## src/sv/misu_pkg.sv

```systemverilog
package misu_pkg;

    // Sizing of the stores
    localparam int NODES      = 128;
    localparam int MAX_DEGREE = 64;
    localparam int PROB_BITS  = 16;
    localparam int RAND_W     = 16;

    localparam int NODE_W  = $clog2(NODES);
    localparam int SLOT_W  = $clog2(MAX_DEGREE);
    localparam int DEG_W   = $clog2(MAX_DEGREE + 1);
    localparam int NADDR_W = NODE_W + SLOT_W;
    localparam int FIELD_W = 8;
    localparam int VALUE_W = 16;

    // Operation codes
    localparam logic [1:0] OP_LOAD_NODE = 2'd0;
    localparam logic [1:0] OP_WRITE_NB  = 2'd1;
    localparam logic [1:0] OP_WRITE_THR = 2'd2;
    localparam logic [1:0] OP_UPDATE    = 2'd3;

    typedef struct packed {
        logic [1:0]         operation;
        logic [NODE_W-1:0]  node;
        logic [SLOT_W-1:0]  slot;
        logic [VALUE_W-1:0] value;
        logic               spin_in;
        logic [RAND_W-1:0]  random_value;
    } misu_in_t;

    typedef struct packed {
        logic                      new_spin;
        logic                      flipped;
        logic signed [FIELD_W-1:0] local_field;
        logic                      status;
    } misu_out_t;

    // Control of the shared field accumulator
    typedef struct packed {
        logic clear;
        logic add;
        logic spin;
    } misu_acc_ctl_t;

    // Bring the random fraction to the threshold's fixed-point format
    function automatic logic [PROB_BITS-1:0] align_random(input logic [RAND_W-1:0] r);
        logic [RAND_W+PROB_BITS-1:0] wide;
        wide = {{PROB_BITS{1'b0}}, r} << PROB_BITS;
        return wide[RAND_W+PROB_BITS-1:RAND_W];
    endfunction

endpackage

```

## src/sv/misu_field_unit.sv

```systemverilog
module misu_field_unit
    import misu_pkg::*;
(
    input  logic                      clk,
    input  logic                      rst_n,
    input  misu_acc_ctl_t             ctl,
    input  logic                      own_spin,
    input  logic [RAND_W-1:0]         rnd,
    input  logic [PROB_BITS-1:0]      thr,
    output logic signed [FIELD_W-1:0] h,
    output logic [SLOT_W-1:0]         thr_idx,
    output logic                      flip
);

    logic signed [FIELD_W-1:0] h_reg;
    logic signed [FIELD_W-1:0] h_next;
    logic signed [FIELD_W-1:0] k;
    logic signed [FIELD_W-1:0] k_m1;
    logic                      k_pos;

    // Shared adder: one neighbour spin per beat, +1 or -1
    always_comb
    begin
        h_next = h_reg;
        if (ctl.clear)
        begin
            h_next = '0;
        end
        else if (ctl.add)
        begin
            h_next = ctl.spin ? h_reg + FIELD_W'(1) : h_reg - FIELD_W'(1);
        end
    end

    always_ff @(posedge clk or negedge rst_n)
    begin
        if (!rst_n)
        begin
            h_reg <= '0;
        end
        else
        begin
            h_reg <= h_next;
        end
    end

    // Half energy change k = s*h, threshold index k-1
    always_comb
    begin
        k       = own_spin ? h_reg : -h_reg;
        k_pos   = (k > 0);
        k_m1    = k - FIELD_W'(1);
        thr_idx = k_m1[SLOT_W-1:0];
        flip    = k_pos ? (align_random(rnd) < thr) : 1'b1;
    end

    assign h = h_reg;

endmodule
```

## config.mk

```make
export PLATFORM = sky130hd
export DESIGN_NAME = misu_field_unit
export DESIGN_NICKNAME = d
export VERILOG_FILES = /design/src/sv/misu_pkg.sv /design/src/sv/misu_field_unit.sv
export SDC_FILE = /design/constraint.sdc
export NUM_CORES = 1
export LEC_CHECK = 0
export BUFFER_PORTS_ARGS = -buffer_cell sky130_fd_sc_hd__clkbuf_2
export CAP_MARGIN = 20
export CORE_AREA = 2 2 55 57
export DETAILED_ROUTE_END_ITERATION = 10
export DIE_AREA = 0 0 57 59
export PLACE_DENSITY = 0.76
export SLEW_MARGIN = 40
export SYNTH_ARGS = -nofsm -noshare
export SYNTH_HDL_FRONTEND = slang
export SYNTH_SLANG_ARGS = --single-unit
```

## constraint.sdc

```tcl
create_clock -name clk -period 2.4 [get_ports clk]
set_clock_uncertainty 0.2 [all_clocks]
set_input_delay 0.24 -clock clk [delete_from_list [all_inputs] [get_ports clk]]
set_output_delay 0.24 -clock clk [all_outputs]
set_load 0.05 [all_outputs]
```

==> metrics.yaml <==
status:
  outcome: "finished, violations left"
  violations: "negative setup slack"
drt:
  post_drt_via_cell_ratio: 5.45
  wire_per_inst_um: 13.5
  wirelength_um: 3630
  ant_nets: 0
  drc: 0
  drtPass1Iterations: 4
  drtIter0Drc: 29
  vias: 1465
sta:
  period_share_pct: 109
  hold_viol_final: 0
  finalSetupViolCount: 4
  slew_viol_final: 0
  setup_ws_ps: -226
  rsz0062_at_grt: "true"
  worst_pin_slew_ps: 466
  relSlewSlack_pct: 68.1
  period_minus_slack_ps: 2630
  fmax_ghz: 0.381
power:
  comb_power_share_pct: 71.7
  ir_drop_v: 0.000465
  power-per-cell-area_mw_per_mm2: 552
  p_sw_share_pct: 47.5
  cellLeakagePower_nw: 1.03
  seq_power_share_pct: 17.4
  power.share.clock_pct: 10.9
  switchingPower_w: 0.000507
  p_int_w: 0.000561
global_route:
  antenna_found_initial: 0
  grtUsageTotal_pct: 21.5
  grt_pass1_wl_um: 5900
  grt.busiest_layer: "met2"
  met2_usage_pct: 43.0
  grt_overflow: 0
  use_met3_pct: 0.873
  grt_pass1_vias: 1425
  grt_start_max_net_pins: 16
  use_met1_pct: 25.3
place:
  place.gp.congestion: 0.829
  dp_slack_ps: -77.7
  port_buffers: 52
  dp_hpwl_um: 2780
cts:
  cts_buffers: 3
  clk_latency_ps: 260
  clock_path_buffers: 2
  cts_tree: "done"
  clock_sinks: 8
  clock-root-buffer: "clkbuf_4"
  clk_pin_slew_ps: 60
  htree_levels: 1
floorplan:
  start_util_pct: 48.1
  die_w_um: 57
  core_mm2: 0.00271
  die_h_um: 59
  fp-row-count: 19
  dieArea_mm2: 0.00336
  io-pin-count: 53
synth:
  synthTopCellsByArea: "ha_1 (22%), dfrtp_1 (15%), inv_1 (6.3%)"
  syn-instance-count: 163
  syn_nets: 225
  synth-seq-cells: 8
  postSynthAreaPerCell_um2: 8.00
  yosys.area.top_type_share_pct: 22.1
  synth.distinct_cells: 41
  synthesis.area_mm2: 0.00130
  ys_warn_count: 0
  synth_seq_area_share_pct: 15.4
  yosysTopAreaCell: "ha_1"
final_layout:
  diodes: 0
  fillCellCount: 208
  drive_above_1_share_pct: 41.6
  final_nets: 301
  largest_register_ffs: 8
  utilization_pct: 71.4
  area_growth_pct: 48.4
flow_run:
  cap_violations: 0
worst_hold_path:
  min_path_type: "primary input to flop"
worst_setup_path:
  critical_path_arrival_ps: 2190
  endpoint_kind: "primary output"
  crit_type: "flop to primary output"
  critPathMaxFanout: 4
  critical_path.startpoint_type: "flop"
  critPathSlowestCell: "dfrtp_2"
  cpPeakStageDelay_ps: 440
  cp_data_required_time_ps: 1960
  crit_chain: "or3_4 > nor3_4 > a21oi_1 > o32a_1 > o211ai_1 > clkbuf_16"
synth_stat cells:
cell type,count
o21a_1,3
nand4_1,4
a21o_1,4
nor2b_1,8
or3_4,1
nor2_1,14
o211ai_1,3
nand2_1,2
a21boi_0,1
nor3_4,1
a31oi_1,2
fa_1,1
a21oi_1,11
nand2b_1,4
and3_1,1
nor4_1,1
clkbuf_1,2
inv_1,22
a211oi_1,4
ha_1,23
and4_1,1
xor2_1,3
nor3b_1,1
mux2i_1,3
o32a_1,1
o2111ai_1,1
xnor2_1,7
nand3_1,3
buf_2,1
or3_1,2
a311o_1,1
mux2_2,1
nor2b_2,1
o21ai_0,8
nor4b_1,1
nor3_1,3
dfrtp_1,8
buf_6,1
a2111o_1,1
a22oi_1,2
a2111oi_0,1
power groups by stage:
stage | clock [W] | sequential [W] | combinational (W)
final | 0.000116 | 0.000186 | 0.000766
after global routing | 0.000122 | 0.000189 | 0.000821
after CTS | 0.000118 | 0.000184 | 0.000747
after detailed placement | 0 | 0.000190 | 0.000669
after global placement | 0 | 0.000187 | 0.000649
after floorplan | 0 | 0.000237 | 0.000418
worst max-delay path: cells and delay by family, from the launching register on:
family                 cells  cell delay (ps)
buffers and inverters      1              230
flip-flops                 1              440
AO/OA/AOI/OAI              3              660
AND/OR/NAND/NOR            2              580
cell families after synthesis:
| logic type | after synthesis | synth area share [%] |
|---|---|---|
| buf+inv | 26 | 8.16 |
| xor+xnor | 10 | 6.72 |
| compound gates | 43 | 21.8 |
| mux | 4 | 3.17 |
| simple gates | 48 | 21.2 |
| fa+ha+maj | 24 | 23.6 |
| flops | 8 | 15.4 |
repair_timing:
action	in CTS	in global routing
endpoints found under the setup margin	4	7
hold endpoints to repair	8	0
pin swaps	5	9
cloned	0	0
resized for setup	8	10
hold buffers	1	0
buffers inserted	11	3
worst paths after layout:
kind                               endpoint  slack, ps  depth (start not counted)             start
max                                    flip       -230                          6  h[0]$_DFFE_PN0P_
min                        h[0]$_DFFE_PN0P_        100                          2            ctl[2]
max reg2reg                h[4]$_DFFE_PN0P_         50                         10  h[0]$_DFFE_PN0P_
min reg2reg                h[2]$_DFFE_PN0P_        450                          2  h[2]$_DFFE_PN0P_
max in group asynchronous  h[4]$_DFFE_PN0P_       1610                          2             rst_n
min in group asynchronous  h[1]$_DFFE_PN0P_        180                          2             rst_n
stage by stage:
step / area, um2 / setup TNS (ps) / hold slack, ps / power, W / instances
after global placement: 1730 / 0 / -98.2 / 0.000837 / 250
after floorplan: 1370 / -2000 / -256 / 0.000655 / 163
after global routing: 1930 / -836 / 118 / 0.00113 / 269
final: 1930 / -485 / 96.6 / 0.00107 / 269
after CTS: 1890 / -454 / 93.3 / 0.00105 / 266
after detailed placement: 1730 / -77.7 / -97.9 / 0.000859 / 250
layout by cell type (no fill, tap or decap), types with 2 or more instances in the layout:
master / instances
a211oi_1: 3
a21o_1: 4
a21oi_1: 10
a31oi_1: 2
buf_4: 20
buf_6: 2
clkbuf_2: 48
clkbuf_4: 4
dfrtp_1: 5
dfrtp_2: 3
ha_1: 22
inv_1: 20
mux2i_1: 3
nand2_1: 2
nand2b_1: 4
nand3_1: 3
nand4_1: 4
nor2_1: 14
nor2b_1: 6
nor2b_4: 2
nor3_1: 3
o211ai_1: 3
o21a_1: 3
o21ai_0: 6
or3_1: 2
xnor2_1: 4
xnor2_2: 2
xor2_1: 2
per-layer routing:
metal	up-vias	wire, um
met5	-	0
met4	0	20
met3	4	147
met2	42	1980
met1	678	1480
li1	741	-
area by class of cell:
class	count	area (um2)	area share, %
well taps	31	38.8	2.01
inverters	22	86.3	4.46
clock buffers	4	26.3	1.36
flip-flops and latches	8	204	10.5
repair buffers	75	489	25.3
multi-input cells	129	1090	56.3
Power figures use the tool's default switching activity.
